**config.mk**
```make
export PLATFORM = sky130hd
export DESIGN_NAME = sha256_stream_hasher_flat
export DESIGN_NICKNAME = d
export VERILOG_FILES = /design/src/hw/rtl/sha_pkg.sv /design/src/hw/rtl/sha_if.sv /design/src/hw/rtl/sha_ram.sv /design/src/hw/rtl/sha_core.sv /design/src/hw/rtl/sha256_stream_hasher.sv /design/src/flat_wrapper.sv
export SDC_FILE = /design/constraint.sdc
export NUM_CORES = 2
export LEC_CHECK = 0
export BUFFER_PORTS_ARGS = -buffer_cell sky130_fd_sc_hd__buf_2
export CORE_MARGIN = 8
export CORE_UTILIZATION = 64
export CTS_BUF_LIST = sky130_fd_sc_hd__clkbuf_16
export CTS_CLUSTER_SIZE = 20
export DETAILED_ROUTE_END_ITERATION = 7
export MAX_ROUTING_LAYER = met4
export PLACE_DENSITY = 0.77
export SYNTH_ARGS = -nofsm -noshare
export SYNTH_HDL_FRONTEND = slang
export SYNTH_HIERARCHICAL = 1
export SYNTH_SLANG_ARGS = --single-unit
export TNS_END_PERCENT = 50
```
**constraint.sdc**
```tcl
create_clock -name clk -period 17.4 [get_ports clk]
set_input_delay 2.61 -clock clk [delete_from_list [all_inputs] [get_ports clk]]
set_output_delay 2.61 -clock clk [all_outputs]
set_load 0.02 [all_outputs]
```
**src/hw/rtl/sha_pkg.sv**
```systemverilog
// Package: SHA-256 constants, round function helpers and control types.
`default_nettype none
package sha_pkg;
  localparam int unsigned BlockBytes = 64;
  localparam int unsigned LenLimit   = 55;
  localparam logic [5:0]  DigestMax  = 6'd32;
  localparam logic [7:0]  PadByte    = 8'h80;
  localparam logic        KindData   = 1'b0;
  localparam logic        KindFinish = 1'b1;
  localparam logic [0:0]  RegDigestLen = 1'b0;

  typedef enum logic [3:0] {
    ST_IDLE,
    ST_LOAD,
    ST_SCHED,
    ST_ROUND,
    ST_ADD,
    ST_PAD,
    ST_EMIT
  } state_t;

  typedef enum logic [1:0] {
    BLK_DATA,
    BLK_PAD_A,
    BLK_PAD_B
  } blk_kind_t;

  typedef struct packed {
    logic       we;
    logic [5:0] waddr;
    logic [7:0] wdata;
    logic [5:0] raddr;
  } store_ctl_t;

  function automatic logic [31:0] round_k(input logic [5:0] t);
    logic [31:0] k [64];
    k = '{
      32'h428a2f98, 32'h71374491, 32'hb5c0fbcf, 32'he9b5dba5, 32'h3956c25b, 32'h59f111f1,
      32'h923f82a4, 32'hab1c5ed5, 32'hd807aa98, 32'h12835b01, 32'h243185be, 32'h550c7dc3,
      32'h72be5d74, 32'h80deb1fe, 32'h9bdc06a7, 32'hc19bf174, 32'he49b69c1, 32'hefbe4786,
      32'h0fc19dc6, 32'h240ca1cc, 32'h2de92c6f, 32'h4a7484aa, 32'h5cb0a9dc, 32'h76f988da,
      32'h983e5152, 32'ha831c66d, 32'hb00327c8, 32'hbf597fc7, 32'hc6e00bf3, 32'hd5a79147,
      32'h06ca6351, 32'h14292967, 32'h27b70a85, 32'h2e1b2138, 32'h4d2c6dfc, 32'h53380d13,
      32'h650a7354, 32'h766a0abb, 32'h81c2c92e, 32'h92722c85, 32'ha2bfe8a1, 32'ha81a664b,
      32'hc24b8b70, 32'hc76c51a3, 32'hd192e819, 32'hd6990624, 32'hf40e3585, 32'h106aa070,
      32'h19a4c116, 32'h1e376c08, 32'h2748774c, 32'h34b0bcb5, 32'h391c0cb3, 32'h4ed8aa4a,
      32'h5b9cca4f, 32'h682e6ff3, 32'h748f82ee, 32'h78a5636f, 32'h84c87814, 32'h8cc70208,
      32'h90befffa, 32'ha4506ceb, 32'hbef9a3f7, 32'hc67178f2
    };
    return k[t];
  endfunction

  function automatic logic [31:0] start_word(input logic [2:0] i);
    case (i)
      3'd0: return 32'h6a09e667;
      3'd1: return 32'hbb67ae85;
      3'd2: return 32'h3c6ef372;
      3'd3: return 32'ha54ff53a;
      3'd4: return 32'h510e527f;
      3'd5: return 32'h9b05688c;
      3'd6: return 32'h1f83d9ab;
      default: return 32'h5be0cd19;
    endcase
  endfunction

  function automatic logic [31:0] rotr(input logic [31:0] x, input int unsigned n);
    return (x >> n) | (x << (32 - n));
  endfunction
endpackage
`default_nettype wire

```
**src/hw/rtl/sha_if.sv**
```systemverilog
// Interfaces: byte input channel and digest output channel.
`default_nettype none
interface sha_in_if;
  logic       valid;
  logic       ready;
  logic       kind;
  logic [7:0] data_byte;
  modport source (output valid, kind, data_byte, input ready);
  modport sink (input valid, kind, data_byte, output ready);
endinterface

interface sha_out_if;
  logic       valid;
  logic       ready;
  logic [7:0] digest_byte;
  logic       is_last;
  modport source (output valid, digest_byte, is_last, input ready);
  modport sink (input valid, digest_byte, is_last, output ready);
endinterface
`default_nettype wire

```
**src/hw/rtl/sha_ram.sv**
```systemverilog
// Generic single-port-write, single-port-read RAM with registered read.
`default_nettype none
module sha_ram #(
  parameter int unsigned Width = 8,
  parameter int unsigned Depth = 64
) (
  input  wire logic                     clk,
  input  wire logic                     we,
  input  wire logic [$clog2(Depth)-1:0] waddr,
  input  wire logic [Width-1:0]         wdata,
  input  wire logic [$clog2(Depth)-1:0] raddr,
  output logic      [Width-1:0]         rdata
);
  logic [Width-1:0] mem [Depth];

  always_ff @(posedge clk) begin
    if (we) begin
      mem[waddr] <= wdata;
    end
    rdata <= mem[raddr];
  end
endmodule
`default_nettype wire

```
**src/hw/rtl/sha_core.sv**
```systemverilog
// Compression engine: message schedule in a 16-word window, 64 rounds, chain update.
`default_nettype none
module sha_core import sha_pkg::*; (
  input  wire logic        clk,
  input  wire logic        rst,
  input  wire logic        init,
  input  wire logic        load_en,
  input  wire logic [31:0] load_word,
  input  wire logic        start,
  output logic             done,
  input  wire logic [2:0]  chain_sel,
  output logic [31:0]      chain_word
);
  logic [31:0] w [16];
  logic [31:0] v [8];
  logic [31:0] h [8];
  logic [5:0]  t;
  logic        busy;
  logic        fin;
  logic [31:0] s0, s1, wt, wn, t1, t2;

  assign wt = w[0];
  assign s0 = rotr(w[1], 7) ^ rotr(w[1], 18) ^ (w[1] >> 3);
  assign s1 = rotr(w[14], 17) ^ rotr(w[14], 19) ^ (w[14] >> 10);
  assign wn = w[0] + s0 + w[9] + s1;
  assign t1 = v[7] + (rotr(v[4], 6) ^ rotr(v[4], 11) ^ rotr(v[4], 25))
            + ((v[4] & v[5]) ^ (~v[4] & v[6])) + round_k(t) + wt;
  assign t2 = (rotr(v[0], 2) ^ rotr(v[0], 13) ^ rotr(v[0], 22))
            + ((v[0] & v[1]) ^ (v[0] & v[2]) ^ (v[1] & v[2]));
  assign chain_word = h[chain_sel];

  always_ff @(posedge clk) begin
    if (rst) begin
      busy <= 1'b0;
      fin  <= 1'b0;
      done <= 1'b0;
      t    <= '0;
      for (int i = 0; i < 8; i++) h[i] <= start_word(3'(i));
    end else begin
      done <= 1'b0;
      if (init) begin
        for (int i = 0; i < 8; i++) h[i] <= start_word(3'(i));
      end
      if (load_en) begin
        for (int i = 0; i < 15; i++) w[i] <= w[i+1];
        w[15] <= load_word;
      end
      if (start) begin
        busy <= 1'b1;
        t    <= '0;
        for (int i = 0; i < 8; i++) v[i] <= h[i];
      end else if (busy) begin
        v[7] <= v[6]; v[6] <= v[5]; v[5] <= v[4]; v[4] <= v[3] + t1;
        v[3] <= v[2]; v[2] <= v[1]; v[1] <= v[0]; v[0] <= t1 + t2;
        for (int i = 0; i < 15; i++) w[i] <= w[i+1];
        w[15] <= wn;
        t <= t + 6'd1;
        if (t == 6'd63) begin
          busy <= 1'b0;
          fin  <= 1'b1;
        end
      end else if (fin) begin
        fin  <= 1'b0;
        done <= 1'b1;
        for (int i = 0; i < 8; i++) h[i] <= h[i] + v[i];
      end
    end
  end

  assert property (@(posedge clk) disable iff (rst) start |=> busy);
  assert property (@(posedge clk) disable iff (rst) done |-> !busy && !fin)
    else $error("done while busy");
  assert property (@(posedge clk) disable iff (rst) !(busy && fin))
    else $error("round and finish overlap");
endmodule
`default_nettype wire

```
**src/hw/rtl/sha256_stream_hasher.sv**
```systemverilog
// Top level: SHA-256 stream hasher with byte store RAM, sequencer and APB register.
// Data byte: accepted while idle; the 64th byte of a block then holds off input for the
// byte load, the rounds and the chain update of the compression engine.
// Finish: one or two padded blocks, then one digest byte per cycle while the sink
// takes them.
// Synchronous active-high reset restores the initial hash, zero count, digest_len 32.
`default_nettype none
module sha256_stream_hasher import sha_pkg::*; (
  input  wire logic        clk,
  input  wire logic        rst,
  sha_in_if.sink           in_ch,
  sha_out_if.source        out_ch,
  input  wire logic        psel,
  input  wire logic        penable,
  input  wire logic        pwrite,
  input  wire logic [1:0]  paddr,
  input  wire logic [31:0] pwdata,
  output logic [31:0]      prdata,
  output logic             pready
);
  state_t      state, state_next;
  blk_kind_t   blk;
  logic [5:0]  digest_len;
  logic [6:0]  fill_count;
  logic [63:0] byte_total;
  logic [6:0]  cnt;
  logic [5:0]  emit_i, emit_k;
  logic [7:0]  rbyte;
  logic [23:0] wacc;
  logic        two_blocks;
  store_ctl_t  sc;
  logic        core_init, core_load, core_start, core_done;
  logic [31:0] load_word, chain_word;
  logic [7:0]  pbyte;
  logic [5:0]  byte_idx;
  logic [63:0] bits;
  logic        rd_valid;

  assign pready = 1'b1;
  assign prdata = {26'd0, digest_len};
  assign bits   = {byte_total[60:0], 3'd0};

  always_ff @(posedge clk) begin
    if (rst) begin
      digest_len <= DigestMax;
    end else if (psel && penable && pwrite && paddr == {RegDigestLen, 1'b0}) begin
      digest_len <= pwdata[5:0];
    end
  end

  sha_ram #(.Width(8), .Depth(BlockBytes)) u_store (
    .clk(clk), .we(sc.we), .waddr(sc.waddr), .wdata(sc.wdata),
    .raddr(sc.raddr), .rdata(rbyte)
  );

  sha_core u_core (
    .clk(clk), .rst(rst), .init(core_init), .load_en(core_load), .load_word(load_word),
    .start(core_start), .done(core_done), .chain_sel(emit_i[4:2]), .chain_word(chain_word)
  );

  // byte delivered to the schedule: previous read (cnt-1)
  assign byte_idx = 6'(cnt - 7'd1);
  always_comb begin
    pbyte = 8'h00;
    case (blk)
      BLK_DATA: pbyte = rbyte;
      BLK_PAD_A: begin
        if ({1'b0, byte_idx} < fill_count) pbyte = rbyte;
        else if ({1'b0, byte_idx} == fill_count) pbyte = PadByte;
        else if (!two_blocks && byte_idx >= 6'd56) pbyte = bits[8*(63-byte_idx) +: 8];
      end
      BLK_PAD_B: begin
        if (byte_idx >= 6'd56) pbyte = bits[8*(63-byte_idx) +: 8];
      end
      default: pbyte = 8'h00;
    endcase
  end
  assign load_word = {wacc, pbyte};
  assign rd_valid  = (state == ST_LOAD) && (cnt != 7'd0);
  assign core_load = rd_valid && (byte_idx[1:0] == 2'd3);

  always_ff @(posedge clk) begin
    if (rd_valid) wacc <= {wacc[15:0], pbyte};
  end

  always_comb begin
    state_next   = state;
    in_ch.ready  = 1'b0;
    sc           = '0;
    sc.waddr     = fill_count[5:0];
    sc.wdata     = in_ch.data_byte;
    sc.raddr     = cnt[5:0];
    core_start   = 1'b0;
    core_init    = 1'b0;
    out_ch.valid = 1'b0;
    case (state)
      ST_IDLE: begin
        in_ch.ready = 1'b1;
        if (in_ch.valid) begin
          if (in_ch.kind == KindData) begin
            sc.we = 1'b1;
            if (fill_count == 7'(BlockBytes - 1)) state_next = ST_LOAD;
          end else begin
            state_next = ST_LOAD;
          end
        end
      end
      ST_LOAD: if (cnt == 7'd64) begin
        core_start = 1'b1;
        state_next = ST_ROUND;
      end
      ST_ROUND: if (core_done) begin
        if (blk == BLK_DATA) state_next = ST_IDLE;
        else if (blk == BLK_PAD_A && two_blocks) state_next = ST_LOAD;
        else state_next = ST_EMIT;
      end
      ST_EMIT: begin
        out_ch.valid = (emit_k != 6'd0);
        if (emit_k == 6'd0 || (out_ch.ready && emit_i == 6'(emit_k - 6'd1))) begin
          core_init  = 1'b1;
          state_next = ST_IDLE;
        end
      end
      default: state_next = ST_IDLE;
    endcase
  end

  assign out_ch.digest_byte = chain_word[8*(3-emit_i[1:0]) +: 8];
  assign out_ch.is_last     = (emit_i == 6'(emit_k - 6'd1));

  always_ff @(posedge clk) begin
    if (rst) begin
      state      <= ST_IDLE;
      fill_count <= '0;
      byte_total <= '0;
      cnt        <= '0;
      emit_i     <= '0;
      emit_k     <= '0;
      blk        <= BLK_DATA;
      two_blocks <= 1'b0;
    end else begin
      state <= state_next;
      case (state)
        ST_IDLE: if (in_ch.valid) begin
          cnt <= '0;
          if (in_ch.kind == KindData) begin
            byte_total <= byte_total + 64'd1;
            fill_count <= fill_count + 7'd1;
            blk        <= BLK_DATA;
          end else begin
            blk        <= BLK_PAD_A;
            two_blocks <= fill_count > 7'(LenLimit);
            emit_k     <= (digest_len > DigestMax) ? DigestMax : digest_len;
            emit_i     <= '0;
          end
        end
        ST_LOAD: cnt <= cnt + 7'd1;
        ST_ROUND: if (core_done) begin
          cnt <= '0;
          if (blk == BLK_DATA) fill_count <= '0;
          else if (blk == BLK_PAD_A && two_blocks) blk <= BLK_PAD_B;
        end
        ST_EMIT: begin
          if (out_ch.ready && emit_k != 6'd0) emit_i <= emit_i + 6'd1;
          if (state_next == ST_IDLE) begin
            fill_count <= '0;
            byte_total <= '0;
          end
        end
        default: ;
      endcase
    end
  end

  assert property (@(posedge clk) disable iff (rst) in_ch.ready |-> state == ST_IDLE)
    else $error("ready outside idle");
  assert property (@(posedge clk) disable iff (rst) fill_count <= 7'd64)
    else $error("fill count overflow");
  assert property (@(posedge clk) disable iff (rst) out_ch.valid |-> emit_i < emit_k)
    else $error("emit index past length");
endmodule
`default_nettype wire
```
**src/flat_wrapper.sv**
```systemverilog
// flat-port wrapper written by rule: the top's interface ports become plain ports
module sha256_stream_hasher_flat import sha_pkg::*;
  (clk, rst, psel, penable, pwrite, paddr, pwdata, prdata, pready, in_ch_valid, in_ch_kind, in_ch_data_byte, in_ch_ready, out_ch_valid, out_ch_digest_byte, out_ch_is_last, out_ch_ready);
  sha_in_if in_ch_i ();
  sha_out_if out_ch_i ();
  input  wire logic clk;
  input  wire logic rst;
  input  wire logic psel;
  input  wire logic penable;
  input  wire logic pwrite;
  input  wire logic [1:0] paddr;
  input  wire logic [31:0] pwdata;
  output logic [31:0] prdata;
  output logic pready;
  input wire logic [$bits(in_ch_i.valid)-1:0] in_ch_valid;
  input wire logic [$bits(in_ch_i.kind)-1:0] in_ch_kind;
  input wire logic [$bits(in_ch_i.data_byte)-1:0] in_ch_data_byte;
  output wire logic [$bits(in_ch_i.ready)-1:0] in_ch_ready;
  output wire logic [$bits(out_ch_i.valid)-1:0] out_ch_valid;
  output wire logic [$bits(out_ch_i.digest_byte)-1:0] out_ch_digest_byte;
  output wire logic [$bits(out_ch_i.is_last)-1:0] out_ch_is_last;
  input wire logic [$bits(out_ch_i.ready)-1:0] out_ch_ready;
  assign in_ch_i.valid = in_ch_valid;
  assign in_ch_i.kind = in_ch_kind;
  assign in_ch_i.data_byte = in_ch_data_byte;
  assign in_ch_ready = in_ch_i.ready;
  assign out_ch_valid = out_ch_i.valid;
  assign out_ch_digest_byte = out_ch_i.digest_byte;
  assign out_ch_is_last = out_ch_i.is_last;
  assign out_ch_i.ready = out_ch_ready;
  sha256_stream_hasher u_core (.clk(clk), .rst(rst), .in_ch(in_ch_i), .out_ch(out_ch_i), .psel(psel), .penable(penable), .pwrite(pwrite), .paddr(paddr), .pwdata(pwdata), .prdata(prdata), .pready(pready));
endmodule
```
# == After elaboration in Yosys (flattened, before gate mapping) ==
# Memory sizes are Yosys's and may differ from the RTL's. A register that Yosys moved wholly into a read port is not among the register bits.
# Index checks and enable logic that the tools add are counted.
# word_totals
register_bits,136
ram_bits,1536
romBits,2048
in_bits,50
n_memories,5
# mem_list
name,words,word_bits,read_ports,rd_ports_with_merged_regs,wr,line_no,rtl
(name not given),64,32,1,0,0,sha_pkg.sv:50,return k[t];
u_core.u_core.w,16,32,16,0,16,sha_core.sv:14,logic [31:0] w [16];
u_core.u_store.mem,64,8,1,1,1,sha_ram.sv:14,logic [Width-1:0] mem [Depth];
u_core.u_core.h,8,32,9,1,8,sha_core.sv:16,logic [31:0] h [8];
u_core.u_core.v,8,32,8,0,8,sha_core.sv:15,logic [31:0] v [8];
# op_classes
n_addsub,27
order_cmp,5
eq_ne,21
shifts,2
n_mux,142
n_bitwise,69
n_reduce_logical,30
# op_table
operator,count
32-bit two-way mux,66
32-bit adder,18
32-bit bitwise XOR,9
64-bit two-way mux,3
32-bit bitwise AND,5
64-bit one-hot mux with 2 select lines,1
"64-bit by 1-bit adder with 64-bit output, second input constant",1
64-bit by 33-bit indexed part select with 8-bit output,1
7-bit two-way mux,7
7-bit one-hot mux with 3 select lines,2
1-bit OR,40
1-bit two-way mux,37
32-bit by 33-bit indexed part select with 8-bit output,1
8-bit two-way mux,4
32-bit inverter,1
10-bit by 32-bit OR with 32-bit output,1
13-bit by 32-bit OR with 32-bit output,1
14-bit by 32-bit OR with 32-bit output,1
15-bit by 32-bit OR with 32-bit output,1
19-bit by 32-bit OR with 32-bit output,1
21-bit by 32-bit OR with 32-bit output,1
25-bit by 32-bit OR with 32-bit output,1
26-bit by 32-bit OR with 32-bit output,1
30-bit by 32-bit OR with 32-bit output,1
other kinds (51),91

# == Logic depth before layout (Yosys ltp) ==
# depth
depth_word,11
mapped_depth,42

# == Cells and area by module ==
# The synthesis kept the hierarchy.
# modules_own_cells
module,instances,cells_each,area_per_inst_um2,seq_area_each_um2
sha_core,1,5974,65079.9,30609.4
sha_ram,1,972,20190.6,15534.9
sha256_stream_hasher,1,752,6937.9,2722.6

# == Worst setup path before layout ==
# OpenSTA, ideal clock, no wires.
# synth_timing
path_kind,input to register
startpoint,input rst
endpoint,memory u_core.u_core.w[0][0] (enable)
t_arrival_ns,11.951
required_time_ns,13.745
slack_ns,1.794
cell_stages,6
n_path_buf,3
path_cell_list,nor2_1 -> nand2_1 -> clkbuf_1 -> buf_1 -> buf_1 -> nand2_1
# synth_rtl
item,line_no,rtl
start: declaration,flat_wrapper.sv:7,input wire logic rst;
end: declaration,sha_core.sv:14,

==> results.py <==
metrics = {
    "status": {
        "status": "completed",
    },
    "clock_network": {
        "path_clk_slew_ns": 0.07,
        "cts_tree": "built",
        "numCtsBuffers": 175,
        "clk_latency_ns": 0.84,
        "cts_sinks": 1677,
        "cts-root-buf": "clkbuf_16",
        "htree_levels": 4,
        "ctsHoldBuffers": 0,
        "clock_path_buffers": 3,
        "cts_setup_buffers": 0,
        "ctsResizeCount": 0,
    },
    "hold_path": {
        "hold_end": "u_core/u_core/w[0][53]$_DFFE_PP_",
        "hold_depth": 0,
        "hp-start": "u_core/u_core/w[0][85]$_DFFE_PP_",
        "hold_path.class": "reg -> reg",
    },
    "pwr": {
        "sequentialPowerShare": 0.527,
        "vdd_drop_max_v": 0.0000929,
        "power_leakage_uw": 0.0357,
        "switching_share": 0.215,
        "comb_power_share": 0.029,
        "clock_power_share": 0.444,
        "p_sw_uw": 1800,
        "p_per_area_nw_per_um2": 83.9,
        "internal-power_uw": 6550,
    },
    "worst_setup_path": {
        "cpPeakStageDelay_ns": 1.03,
        "crit_fanout": 16,
        "required_ns": 17.93,
        "startpoint_type": "flip-flop",
        "reg2reg_to": "u_core/u_core/v[0][28]$_DFFE_PP_",
        "rr_startpoint": "u_core/u_core/t[1]$_SDFFE_PP0P_",
        "rrSetupSlack_ns": 6.02,
        "reg2regPathDepth": 37,
        "slowest_stage": "ha_1",
        "path_class": "reg -> reg",
        "crit_top_cell": "a21oi_1",
        "end_kind": "flip-flop",
        "cp.arrival_ns": 11.92,
    },
    "floorplan": {
        "ios": 94,
        "die_y_um": 396,
        "core_um2": 143000,
        "start_util": 0.643,
        "die_w_um": 396,
        "rows": 139,
        "dieArea_um2": 156000,
    },
    "synthesis": {
        "ys_types": 107,
        "yosysWarningCount": 6,
        "ys_seq_area_frac": 0.530,
        "synthArstFlopShare": 0,
        "avgSynthCellArea_um2": 12.0,
        "synth_top_flop_cell": "edfxtp_1",
        "netlist_area_um2": 92200,
        "synthCells": 7698,
        "synth_edf_count": 1528,
        "synth_seq_cells": 1677,
    },
    "global_routing": {
        "grt_max_degree": 212,
        "grt_pass1_vias": 61600,
        "overflow": 0,
        "antenna_found_initial": 7,
        "grt_usage": 0.329,
        "grt_pass1_wl_mm": 382,
    },
    "routing": {
        "viasPerCell": 6.55,
        "first_pass_iters": 8,
        "via_count": 63400,
        "detail-route-antenna-nets": 0,
        "drc": 0,
        "wl_per_cell_um": 26.4,
        "wl_mm": 255,
        "drt_iter0_drc": 7837,
    },
    "sta": {
        "relSlewSlack": 0.168,
        "fin_crit_ns": 11.38,
        "slew_viol_final": 0,
        "skew_ns": 0.0427,
        "fin_setup_tns_ns": 0,
        "setup_viol": 0,
        "hold_viol": 0,
        "rsz0062_at_grt": "no",
        "max_freq_mhz": 87.9,
        "tightest_slew_ns": 1.25,
        "period_share": 0.654,
    },
    "cells_and_area": {
        "finalNonFillerCells": 9679,
        "ff_latch_area_um2": 48900,
        "drive_above_1_share": 0.0943,
        "multi_input_area_um2": 40500,
        "synthToLayoutAreaGrowth_pct": 7.96,
        "nets": 8277,
        "nFillCells": 9953,
    },
    "placement": {
        "hpwl_mm": 180,
        "place.gp.congestion": 0.993,
        "place.port_buffers": 40,
        "dp_cells": 9355,
    },
    "job": {
        "maxCapViolCount": 0,
    },
}
## power by group through the flow
| stage | clock network [uW] | registers, uW | logic, uW |
|---|---|---|---|
| 6_report | 3710 | 4400 | 246 |
| 5_1_grt | 3900 | 4400 | 266 |
| 4_1_cts | 3750 | 4400 | 244 |
| 3_5_place_dp | 0 | 4480 | 242 |
| 3_3_place_gp | 0 | 4480 | 236 |
| 2_1_floorplan | 0 | 4470 | 178 |
## registers in the layout, summed over array words and instances, names as in the netlist, 8 cells and up
name,flops
u_core/u_core/v,256
u_core/u_store/mem,512
u_core/u_core/h,256
u_core/wacc,24
u_core/byte_total,61
u_core/u_core/w,512
u_core/u_store/rdata,8
## kinds of logic (layout without fill, tap and decap cells)
logic type	after synthesis	after routing	share of synthesized area
AOI/OAI and AO/OA	1557	1557	0.110
xor gates and xnor gates	634	634	0.0602
adders and majority gates	602	602	0.0975
buffers and inverters	725	772	0.0320
DFF	1677	1677	0.530
muxes	322	322	0.0650
other	2	33	0.0000814
and+or+nand+nor	2179	2179	0.105
## worst max-delay path by stage
stage,end,slack (ns),cells after the start,from
6_report,u_core/u_core/v[0][28]$_DFFE_PP_,6.02,37,u_core/u_core/t[1]$_SDFFE_PP0P_
5_1_grt,u_core/u_core/v[0][28]$_DFFE_PP_,5.70,37,u_core/u_core/t[1]$_SDFFE_PP0P_
3_5_place_dp,u_core/u_core/v[0][28]$_DFFE_PP_,6.24,37,u_core/u_core/t[1]$_SDFFE_PP0P_
2_1_floorplan,u_core/u_core/w[0][0]$_DFFE_PP_,1.79,6,rst
4_1_cts,u_core/u_core/v[0][28]$_DFFE_PP_,6.18,37,u_core/u_core/t[1]$_SDFFE_PP0P_
3_3_place_gp,u_core/u_core/v[0][28]$_DFFE_PP_,6.20,37,u_core/u_core/t[0]$_SDFFE_PP0P_
## critical path, delay by kind of cell, from the launching register on
kind / cells / cell delay (ns)
compound gates: 17 / 4.36
xor+xnor: 2 / 0.71
fa+ha+maj: 7 / 3.43
buf+inv: 4 / 0.68
flops: 1 / 0.34
simple gates: 7 / 1.53
## placed cells by master (no fill, tap or decap), types with 25 or more instances in the layout
| cell | Yosys | layout |
|---|---|---|
| o22ai_1 | 28 | 28 |
| o21a_1 | 50 | 50 |
| a21o_1 | 203 | 203 |
| buf_4 | 36 | 62 |
| nand2_1 | 1030 | 1028 |
| nand4_1 | 42 | 42 |
| mux4_2 | 214 | 214 |
| xor2_1 | 224 | 224 |
| fa_1 | 195 | 195 |
| buf_2 | 20 | 40 |
| mux2_2 | 61 | 61 |
| nand2b_1 | 94 | 94 |
| and3_1 | 41 | 41 |
| clkbuf_16 | 0 | 177 |
| or3_1 | 36 | 36 |
| o31ai_1 | 29 | 29 |
| nor3_1 | 98 | 98 |
| clkinv_1 | 8 | 35 |
| a211oi_1 | 62 | 61 |
| a31oi_1 | 54 | 54 |
| o211ai_1 | 33 | 33 |
| conb_1 | 2 | 28 |
| a2111oi_0 | 38 | 38 |
| or2_2 | 25 | 25 |
| o21bai_1 | 55 | 55 |
| clkinv_2 | 0 | 27 |
| and2_1 | 33 | 32 |
| nand3_1 | 133 | 133 |
| nor2_1 | 499 | 497 |
| a21oi_1 | 401 | 399 |
| nor2b_1 | 73 | 73 |
| dfxtp_1 | 149 | 139 |
| o21ai_0 | 361 | 361 |
| mux2i_1 | 46 | 46 |
| ha_1 | 403 | 403 |
| xnor2_1 | 410 | 410 |
| edfxtp_1 | 1528 | 1528 |
| inv_1 | 340 | 382 |
## routing by layer
layer,global-route usage,up-vias,wire length (um)
met3,0.0574,680,24200
li1,-,28000,-
met1,0.430,31300,98000
met5,-,-,0
met4,0.138,0,12900
met2,0.514,3484,120000
## stage by stage
| stage | hold slack, ns | instance area (um^2) | power (uW) | util | worst slack (ns) |
|---|---|---|---|---|---|
| 6_report | 0.410 | 99600 | 8350 | 0.695 | 6.02 |
| 4_1_cts | 0.412 | 99500 | 8390 | 0.695 | 6.18 |
| 5_1_grt | 0.418 | 99600 | 8570 | 0.695 | 5.70 |
| 3_5_place_dp | 0.405 | 93900 | 4720 | 0.655 | 6.24 |
| 3_3_place_gp | 0.400 | 93900 | 4720 | 0.655 | 6.20 |
| 2_1_floorplan | 0.400 | 92300 | 4650 | - | 1.79 |
## cell usage after synthesis, types with 20 or more instances
library cell / instances / area share
mux2i_1: 46 / 0.0050
buf_1: 41 / 0.0017
buf_2: 20 / 0.0011
xnor2_1: 410 / 0.039
o21a_1: 50 / 0.0041
nor2_1: 499 / 0.020
nand2_1: 1030 / 0.042
mux2_2: 61 / 0.0074
ha_1: 403 / 0.055
nand2b_1: 94 / 0.0064
nand4_1: 42 / 0.0028
clkbuf_1: 272 / 0.011
xor2_1: 224 / 0.021
o21bai_1: 55 / 0.0045
nor3_1: 98 / 0.0053
or3_1: 36 / 0.0024
a21oi_1: 401 / 0.022
a311oi_1: 22 / 0.0021
and3_1: 41 / 0.0028
dfxtp_1: 149 / 0.032
inv_1: 340 / 0.014
and2_1: 33 / 0.0022
nand3_1: 133 / 0.0072
nor2b_1: 73 / 0.0050
o211ai_1: 33 / 0.0027
mux4_2: 214 / 0.052
a2111oi_0: 38 / 0.0036
edfxtp_1: 1528 / 0.50
o21ai_0: 361 / 0.020
fa_1: 195 / 0.042
o22ai_1: 28 / 0.0019
or2_2: 25 / 0.0017
a31oi_1: 54 / 0.0037
o31ai_1: 29 / 0.0024
a211oi_1: 62 / 0.0050
a21o_1: 203 / 0.017
buf_4: 36 / 0.0029
## area by class of cell
type	instances	share of cell area
Sequential cell	1677	0.491
Multi-Input combinational cell	5322	0.407
Clock buffer	177	0.0445
Tap cell	1903	0.0239
Inverter	348	0.0132
Clock inverter	142	0.0125
Timing Repair Buffer	105	0.00729
Antenna cell	5	0.000126
Note: power is estimated with default switching activity, not from simulation.
